**src/rtl/acrs_pkg.sv**
```systemverilog
// ----------------------------------------------------------------------------
// acrs_pkg
// shared types and constants of the address cache refresh scheduler
// ----------------------------------------------------------------------------
package acrs_pkg;

   localparam int SLOT_COUNT_DEFAULT = 8;
   localparam int SLOT_W             = 3;
   localparam int ADDR_W             = 32;
   localparam int TICKS_W            = 16;
   localparam int OP_W               = 2;
   localparam int REQ_DATA_W         = 48;
   localparam int RSP_DATA_W         = 48;

   localparam logic [TICKS_W-1:0] REFRESH_TICKS_RESET = 16'd1500;

   typedef enum logic [OP_W-1:0] {
      OP_TICK   = 2'd0,
      OP_SET    = 2'd1,
      OP_READ   = 2'd2,
      OP_UNUSED = 2'd3
   } op_type;

   typedef struct packed {
      op_type              op;
      logic [SLOT_W-1:0]   slot;
      logic                host_present;
      logic                notify_enable;
      logic                network_ready;
      logic                resolver_free;
      logic                request_accepted;
      logic                result_ready;
      logic                result_ok;
      logic [ADDR_W-1:0]   result_address;
   } req_item_type;

   typedef struct packed {
      logic                request_issued;
      logic [SLOT_W-1:0]   request_slot;
      logic                lookup_done;
      logic [SLOT_W-1:0]   done_slot;
      logic                notify;
      logic [ADDR_W-1:0]   read_address;
      logic                read_fresh;
   } rsp_item_type;

endpackage

```
**src/rtl/acrs_slot_table.sv**
```systemverilog
// ----------------------------------------------------------------------------
// acrs_slot_table
// slot state, countdowns, expiry pick and lookup bookkeeping for one word
// ----------------------------------------------------------------------------
module acrs_slot_table #(
   parameter int SLOT_COUNT = acrs_pkg::SLOT_COUNT_DEFAULT
) (
   input  logic                               clock,
   input  logic                               reset,
   input  logic                               step,
   input  acrs_pkg::req_item_type             item,
   input  logic [acrs_pkg::TICKS_W-1:0]       refresh_ticks,
   output acrs_pkg::rsp_item_type             result
);

   // slots past the 3-bit slot field can never be set, so they stay idle
   localparam int TABLE_DEPTH = (SLOT_COUNT < 8) ? SLOT_COUNT : 8;
   localparam int TIDX_W      = (TABLE_DEPTH > 1) ? $clog2(TABLE_DEPTH) : 1;

   logic                          host_ff     [TABLE_DEPTH];
   logic                          host_in     [TABLE_DEPTH];
   logic                          notify_ff   [TABLE_DEPTH];
   logic                          notify_in   [TABLE_DEPTH];
   logic [acrs_pkg::ADDR_W-1:0]   address_ff  [TABLE_DEPTH];
   logic [acrs_pkg::ADDR_W-1:0]   address_in  [TABLE_DEPTH];
   logic [acrs_pkg::TICKS_W-1:0]  count_ff    [TABLE_DEPTH];
   logic [acrs_pkg::TICKS_W-1:0]  count_in    [TABLE_DEPTH];
   logic [acrs_pkg::TICKS_W-1:0]  count_dec   [TABLE_DEPTH];
   logic                          pending_ff;
   logic                          pending_in;
   logic [TIDX_W-1:0]             pend_idx_ff;
   logic [TIDX_W-1:0]             pend_idx_in;

   logic                          have_pick;
   logic [TIDX_W-1:0]             pick_idx;
   logic                          start;
   logic                          pend_now;
   logic [TIDX_W-1:0]             idx_now;
   logic                          done;
   logic                          success;
   logic                          notify_sel;
   logic                          is_tick;

   assign is_tick = (item.op == acrs_pkg::OP_TICK);

   // decremented countdowns and highest expired slot with a host
   always_comb begin
      have_pick = 1'b0;
      pick_idx  = '0;
      for (int i = 0; i < TABLE_DEPTH; i++) begin
         count_dec[i] = (count_ff[i] != '0) ? count_ff[i] - acrs_pkg::TICKS_W'(1)
                                            : count_ff[i];
         if (count_dec[i] == '0 && host_ff[i]) begin
            have_pick = 1'b1;
            pick_idx  = TIDX_W'(i);
         end
      end
   end

   assign start    = is_tick && !pending_ff && have_pick && item.network_ready
                     && item.resolver_free && item.request_accepted;
   assign pend_now = pending_ff || start;
   assign idx_now  = start ? pick_idx : pend_idx_ff;
   assign done     = is_tick && pend_now && item.result_ready;
   assign success  = done && item.result_ok;

   always_comb begin
      notify_sel = 1'b0;
      for (int i = 0; i < TABLE_DEPTH; i++) begin
         if (TIDX_W'(i) == idx_now) begin
            notify_sel = notify_ff[i];
         end
      end
   end

   // next state of the table
   always_comb begin
      pending_in  = pending_ff;
      pend_idx_in = pend_idx_ff;
      for (int i = 0; i < TABLE_DEPTH; i++) begin
         host_in[i]    = host_ff[i];
         notify_in[i]  = notify_ff[i];
         address_in[i] = address_ff[i];
         count_in[i]   = count_ff[i];
      end
      unique case (item.op)
         acrs_pkg::OP_TICK: begin
            for (int i = 0; i < TABLE_DEPTH; i++) begin
               count_in[i] = count_dec[i];
               if (success && TIDX_W'(i) == idx_now) begin
                  count_in[i]   = refresh_ticks;
                  address_in[i] = item.result_address;
               end
            end
            pending_in  = pend_now && !done;
            pend_idx_in = done ? '0 : idx_now;
         end
         acrs_pkg::OP_SET: begin
            for (int i = 0; i < TABLE_DEPTH; i++) begin
               if (acrs_pkg::SLOT_W'(i) == item.slot) begin
                  host_in[i]   = item.host_present;
                  notify_in[i] = item.notify_enable;
                  count_in[i]  = '0;
               end
            end
         end
         acrs_pkg::OP_READ, acrs_pkg::OP_UNUSED: begin
         end
         default: begin
         end
      endcase
   end

   // result word
   always_comb begin
      result = '0;
      unique case (item.op)
         acrs_pkg::OP_TICK: begin
            result.request_issued = start;
            result.request_slot   = start ? acrs_pkg::SLOT_W'(pick_idx) : '0;
            result.lookup_done    = done;
            result.done_slot      = done ? acrs_pkg::SLOT_W'(idx_now) : '0;
            result.notify         = success && notify_sel;
         end
         acrs_pkg::OP_READ: begin
            for (int i = 0; i < TABLE_DEPTH; i++) begin
               if (acrs_pkg::SLOT_W'(i) == item.slot) begin
                  result.read_address = address_ff[i];
                  result.read_fresh   = (count_ff[i] != '0);
               end
            end
         end
         acrs_pkg::OP_SET, acrs_pkg::OP_UNUSED: begin
         end
         default: begin
         end
      endcase
   end

   always_ff @(posedge clock) begin
      if (reset) begin
         pending_ff  <= 1'b0;
         pend_idx_ff <= '0;
         for (int i = 0; i < TABLE_DEPTH; i++) begin
            host_ff[i]    <= 1'b0;
            notify_ff[i]  <= 1'b0;
            address_ff[i] <= '0;
            count_ff[i]   <= '0;
         end
      end else if (step) begin
         pending_ff  <= pending_in;
         pend_idx_ff <= pend_idx_in;
         for (int i = 0; i < TABLE_DEPTH; i++) begin
            host_ff[i]    <= host_in[i];
            notify_ff[i]  <= notify_in[i];
            address_ff[i] <= address_in[i];
            count_ff[i]   <= count_in[i];
         end
      end
   end

endmodule

```
**src/rtl/address_cache_refresh_scheduler_top.sv**
```systemverilog
// ----------------------------------------------------------------------------
// address_cache_refresh_scheduler_top
// slot table with countdown expiry and one outstanding address lookup
// ----------------------------------------------------------------------------
//
//   channel   direction   ports                         carries
//   req_      in          tvalid tready tdata tuser     tick, set or read word
//   rsp_      out         tvalid tready tdata           one result per word
//   csr_      in          wr_en wr_data                 refresh_ticks
//
// one word enters per cycle while req_tready is high; its result passes the
// input register, then the table logic into the result register, and is on
// rsp_ from the result register
// the state update and the result are both taken at the same edge, so the
// next word always sees the table as left by the one before it
// reset clears the whole table, the pending lookup and sets refresh_ticks to 1500
// a stalled rsp_ side holds the result register and the input register, and
// req_tready drops only when both are full
//
module address_cache_refresh_scheduler_top #(
   parameter int SLOT_COUNT = acrs_pkg::SLOT_COUNT_DEFAULT
) (
   input  logic                                  clock,
   input  logic                                  reset,
   input  logic                                  req_tvalid,
   output logic                                  req_tready,
   // slot, host_present, notify_enable, network_ready, resolver_free,
   // request_accepted, result_ready, result_ok, result_address, zero pad
   input  logic [acrs_pkg::REQ_DATA_W-1:0]       req_tdata,
   // op
   input  logic [acrs_pkg::OP_W-1:0]             req_tuser,
   output logic                                  rsp_tvalid,
   input  logic                                  rsp_tready,
   // request_issued, request_slot, lookup_done, done_slot, notify,
   // read_address, read_fresh, zero pad
   output logic [acrs_pkg::RSP_DATA_W-1:0]       rsp_tdata,
   input  logic                                  csr_wr_en,
   input  logic [acrs_pkg::TICKS_W-1:0]          csr_wr_data
);

   logic                              req_valid_ff;
   acrs_pkg::req_item_type            req_item_ff;
   acrs_pkg::req_item_type            req_item_in;
   logic                              rsp_valid_ff;
   acrs_pkg::rsp_item_type            rsp_item_ff;
   acrs_pkg::rsp_item_type            rsp_item_in;
   logic [acrs_pkg::TICKS_W-1:0]      refresh_ff;
   logic                              advance;
   logic                              req_take;

   // input word unpacked from the stream
   always_comb begin
      req_item_in.op               = acrs_pkg::op_type'(req_tuser);
      req_item_in.slot             = req_tdata[2:0];
      req_item_in.host_present     = req_tdata[3];
      req_item_in.notify_enable    = req_tdata[4];
      req_item_in.network_ready    = req_tdata[5];
      req_item_in.resolver_free    = req_tdata[6];
      req_item_in.request_accepted = req_tdata[7];
      req_item_in.result_ready     = req_tdata[8];
      req_item_in.result_ok        = req_tdata[9];
      req_item_in.result_address   = req_tdata[41:10];
   end

   // word in the input register moves on when the result register is free
   assign advance    = req_valid_ff && (!rsp_valid_ff || rsp_tready);
   assign req_tready = !req_valid_ff || advance;
   assign req_take   = req_tvalid && req_tready;

   acrs_slot_table #(
      .SLOT_COUNT (SLOT_COUNT)
   ) u_table (
      .clock         (clock),
      .reset         (reset),
      .step          (advance),
      .item          (req_item_ff),
      .refresh_ticks (refresh_ff),
      .result        (rsp_item_in)
   );

   always_ff @(posedge clock) begin
      if (reset) begin
         req_valid_ff <= 1'b0;
         rsp_valid_ff <= 1'b0;
         refresh_ff   <= acrs_pkg::REFRESH_TICKS_RESET;
      end else begin
         if (req_tready) begin
            req_valid_ff <= req_tvalid;
         end
         if (advance) begin
            rsp_valid_ff <= 1'b1;
         end else if (rsp_tready) begin
            rsp_valid_ff <= 1'b0;
         end
         if (csr_wr_en) begin
            refresh_ff <= csr_wr_data;
         end
      end
   end

   // payload registers
   always_ff @(posedge clock) begin
      if (req_take) begin
         req_item_ff <= req_item_in;
      end
      if (advance) begin
         rsp_item_ff <= rsp_item_in;
      end
   end

   assign rsp_tvalid = rsp_valid_ff;

   always_comb begin
      rsp_tdata        = '0;
      rsp_tdata[0]     = rsp_item_ff.request_issued;
      rsp_tdata[3:1]   = rsp_item_ff.request_slot;
      rsp_tdata[4]     = rsp_item_ff.lookup_done;
      rsp_tdata[7:5]   = rsp_item_ff.done_slot;
      rsp_tdata[8]     = rsp_item_ff.notify;
      rsp_tdata[40:9]  = rsp_item_ff.read_address;
      rsp_tdata[41]    = rsp_item_ff.read_fresh;
   end

endmodule

```
**config.mk**
```make
export PLATFORM = sky130hd
export DESIGN_NAME = address_cache_refresh_scheduler_top
export DESIGN_NICKNAME = d
export VERILOG_FILES = /design/src/rtl/acrs_pkg.sv /design/src/rtl/acrs_slot_table.sv /design/src/rtl/address_cache_refresh_scheduler_top.sv
export SDC_FILE = /design/constraint.sdc
export NUM_CORES = 1
export LEC_CHECK = 0
export CELL_PAD_IN_SITES_DETAIL_PLACEMENT = 0
export CELL_PAD_IN_SITES_GLOBAL_PLACEMENT = 1
export CORE_ASPECT_RATIO = 0.9
export CORE_MARGIN = 4
export CORE_UTILIZATION = 49
export CTS_BUF_LIST = sky130_fd_sc_hd__clkbuf_4
export CTS_CLUSTER_SIZE = 20
export DETAILED_ROUTE_END_ITERATION = 7
export DONT_BUFFER_PORTS = 1
export PLACE_DENSITY_LB_ADDON = 0.08
export SYNTH_ARGS = -nofsm -noshare
export SYNTH_HDL_FRONTEND = slang
export SYNTH_HIERARCHICAL = 1
export SYNTH_SLANG_ARGS = --single-unit
```
**constraint.sdc**
```tcl
create_clock -name clock -period 5.8 [get_ports clock]
set_input_delay 1.16 -clock clock [delete_from_list [all_inputs] [get_ports clock]]
set_output_delay 1.16 -clock clock [all_outputs]
set_load 0.01 [all_outputs]
```
==> impl_metrics.csv <==
group,metric,value,unit
timing,period_share,0.933,
finish,mostFrequentLayoutCells,"edfxtp_1, nand2_1, clkbuf_4, mux2i_1, nor2_1",
logic_synthesis,yosysUniqueCellTypes,96,
logic_synthesis,ys_ff_latch,508,
min_path,hold_depth,0,
timing,rsz0062_at_grt,"no",
timing,setup_violations,0,
logic_synthesis,avgSynthCellArea,12.1,sq um
finish,fin_nets,2234,
floorplanning,die_w,248,microns
cts,cts_root_buf,"clkbuf_4",
placed_design,placedCellCount,2700,
timing,finClkSkew,0.0578,ns
critical_path,startpoint_type,"flip-flop",
grt,antenna_found_initial,3,
floorplanning,dieHeight,224,microns
finish,syn2layout_area_growth,9.69,%
critical_path,arrival,6.11,ns
timing,slew_headroom,0.224,
grt,grt_pass1_vias,17300,
placed_design,dpl_worst_slack,0.411,ns
timing,setup_slack,0.388,ns
detailed_routing,wire_per_inst,23.0,microns
power,power.density,294,mW/mm^2
cts,cts.repair.resized,0,
cts,clock_latency,0.98,ns
cts,cts_buffer_depth,3,
critical_path,end_kind,"flip-flop",
critical_path,critical_path_class,"reg -> reg",
power,finalPower,8.18,mW
min_path,hold_class,"in -> reg",
cts,cts_sinks,508,
detailed_routing,final_antenna_net_count,0,
placed_design,dpl-instance-area,0.0261,sq mm
outcome,status,"finished clean",
logic_synthesis,synthTopCellsByArea,"edfxtp_1, mux2i_1, nand2_1, nor2_1, and2_1",
floorplanning,rows,78,
detailed_routing,viasPerCell,5.92,
detailed_routing,drt_iter0_markers,1352,
grt,grtUsageTotal,0.247,
logic_synthesis,postSynth.asyncResetShare,0,
timing,fin_setup_tns,0,ns
grt,grt_overflow,0,
finish,utilization,0.548,
logic_synthesis,syn_inst,2103,
critical_path,path_max_fanout,16,
detailed_routing,firstDrtPassIters,5,
detailed_routing,via_count,17300,
power,power_leakage,10.3,nW
placed_design,dp_hpwl,42100,microns
floorplanning,io_pins,121,
finish,instances_no_fill,2928,
timing,fmax,185,MHz
logic_synthesis,synth-edff-count,486,
floorplanning,die_area,0.0554,sq mm
logic_synthesis,ys_seq_area_frac,0.593,
timing,hold_viol_final,0,
cts,clkSlewWorstSetupHoldPaths,0.07,ns
logic_synthesis,netlist.area_leader.share,0.576,
placed_design,routabilityCongestion,0.883,
cts,cts_made_buffers,132,
logic_synthesis,syn_area,0.0254,sq mm
finish,fill_cells,4371,
run,drv_cap,0,
finish,design_area,0.0278,sq mm
detailed_routing,routed_wl,67300,microns
timing,final_max_slew_viol_count,0,
finish,layout_commonest_cell,"edfxtp_1",
grt,grt_max_degree,84,
cts,cts_tree,"done",
critical_path,critPathRequiredTime,6.50,ns
grt,grt_pass1_wl,104000,microns
logic_synthesis,yosys.area.top_type,"edfxtp_1",
floorplanning,start_util,0.500,
cts,h-tree-depth,4,
placed_design,io_buffers,0,
power,ir_drop,0.190,mV
finish,drive_gt1_frac,0.146,
floorplanning,core_area,0.0507,sq mm
detailed_routing,remaining_drc_errors,0,
critical_path,r2r_cells,15,
logic_synthesis,ys_warn_count,6,
logic_synthesis,synthFlopType,"edfxtp_1",
cts,cts_setup_buffers,0,
timing,finalCriticalPeriod,5.41,ns
cts,cts_hold_buf,0,
timing,whs,0.269,ns
timing,tightest_slew,1.16,ns
==> worst paths after layout <==
| kind | startpoint | slack [ns] | to |
|---|---|---|---|
| max | u_table/count_ff[0][48] | 0.39 | u_table/count_ff[0][46] |
| min | req_tdata[37] | 0.27 | req_item_ff[27] |
| max reg2reg | u_table/count_ff[0][48] | 0.39 | u_table/count_ff[0][46] |
| min reg2reg | req_valid_ff | 0.47 | rsp_tvalid |
==> sequential cells by signal, indices dropped and copies added (netlist names) <==
name,flops
u_table/address_ff,256
u_table/count_ff,128
req_item_ff,44
rsp_tdata,42
refresh_ff,16
u_table/host_ff,8
u_table/notify_ff,8
u_table/pend_idx_ff,3
req_valid_ff,1
rsp_tvalid,1
u_table/pending_ff,1
==> kinds of logic after synthesis <==
group,share of synthesized area
buf+inv,0.0304
simple gates,0.163
xor+xnor,0.0242
flops,0.593
mux,0.0850
compound gates,0.0996
other cells,0.000148
fa+ha+maj,0.00444
==> Yosys cell counts (all sizes together), types with 41 or more instances <==
library cell and number:
nor4 41, mux2i 161, nand3 43, nor3 47
o21ai 69, nor2 133, edfxtp 486, clkbuf 97
nor2b 54, and2 79, nand2 209, a21oi 68
==> area by class of cell <==
class | count | area [sq um] | share of cell area
well taps | 680 | 851 | 0.0306
flip-flops and latches | 508 | 15000 | 0.541
inverters | 39 | 146 | 0.00526
multi-input cells | 1429 | 9650 | 0.347
diodes | 2 | 5.00 | 0.000180
clock inverters | 38 | 270 | 0.00972
clock buffers | 188 | 1410 | 0.0507
repair buffers | 44 | 443 | 0.0159
==> worst max-delay path, stage by stage (launching register included) <==
cell	delay, ns
edfxtp_1	0.49
inv_1	0.15
ha_1	0.24
or3b_1	0.53
or4_4	0.51
or2_1	0.41
a2bb2oi_2	0.22
a2111oi_4	0.58
a311oi_2	0.15
nand4_2	0.24
and2_1	0.26
mux2i_2	0.27
buf_4	0.24
and3_1	0.20
buf_4	0.31
mux2_1	0.35
==> layer usage <==
metal,vias up,GRT usage,share of wire
li1,8142,-,-
met5,-,0,0.00019
met4,2,0.102,0.028
met3,106,0.0554,0.068
met2,599,0.378,0.45
met1,8477,0.343,0.45
==> report_power, final <==
part	internal, mW	switching [mW]	total [mW]	leakage [nW]
combinational	0.244	0.432	0.675	4.12
clock	1.64	1.48	3.12	0.997
sequential	4.24	0.149	4.39	5.14
total	6.12	2.06	8.18	10.3
Note: power is estimated with default switching activity, not from simulation.
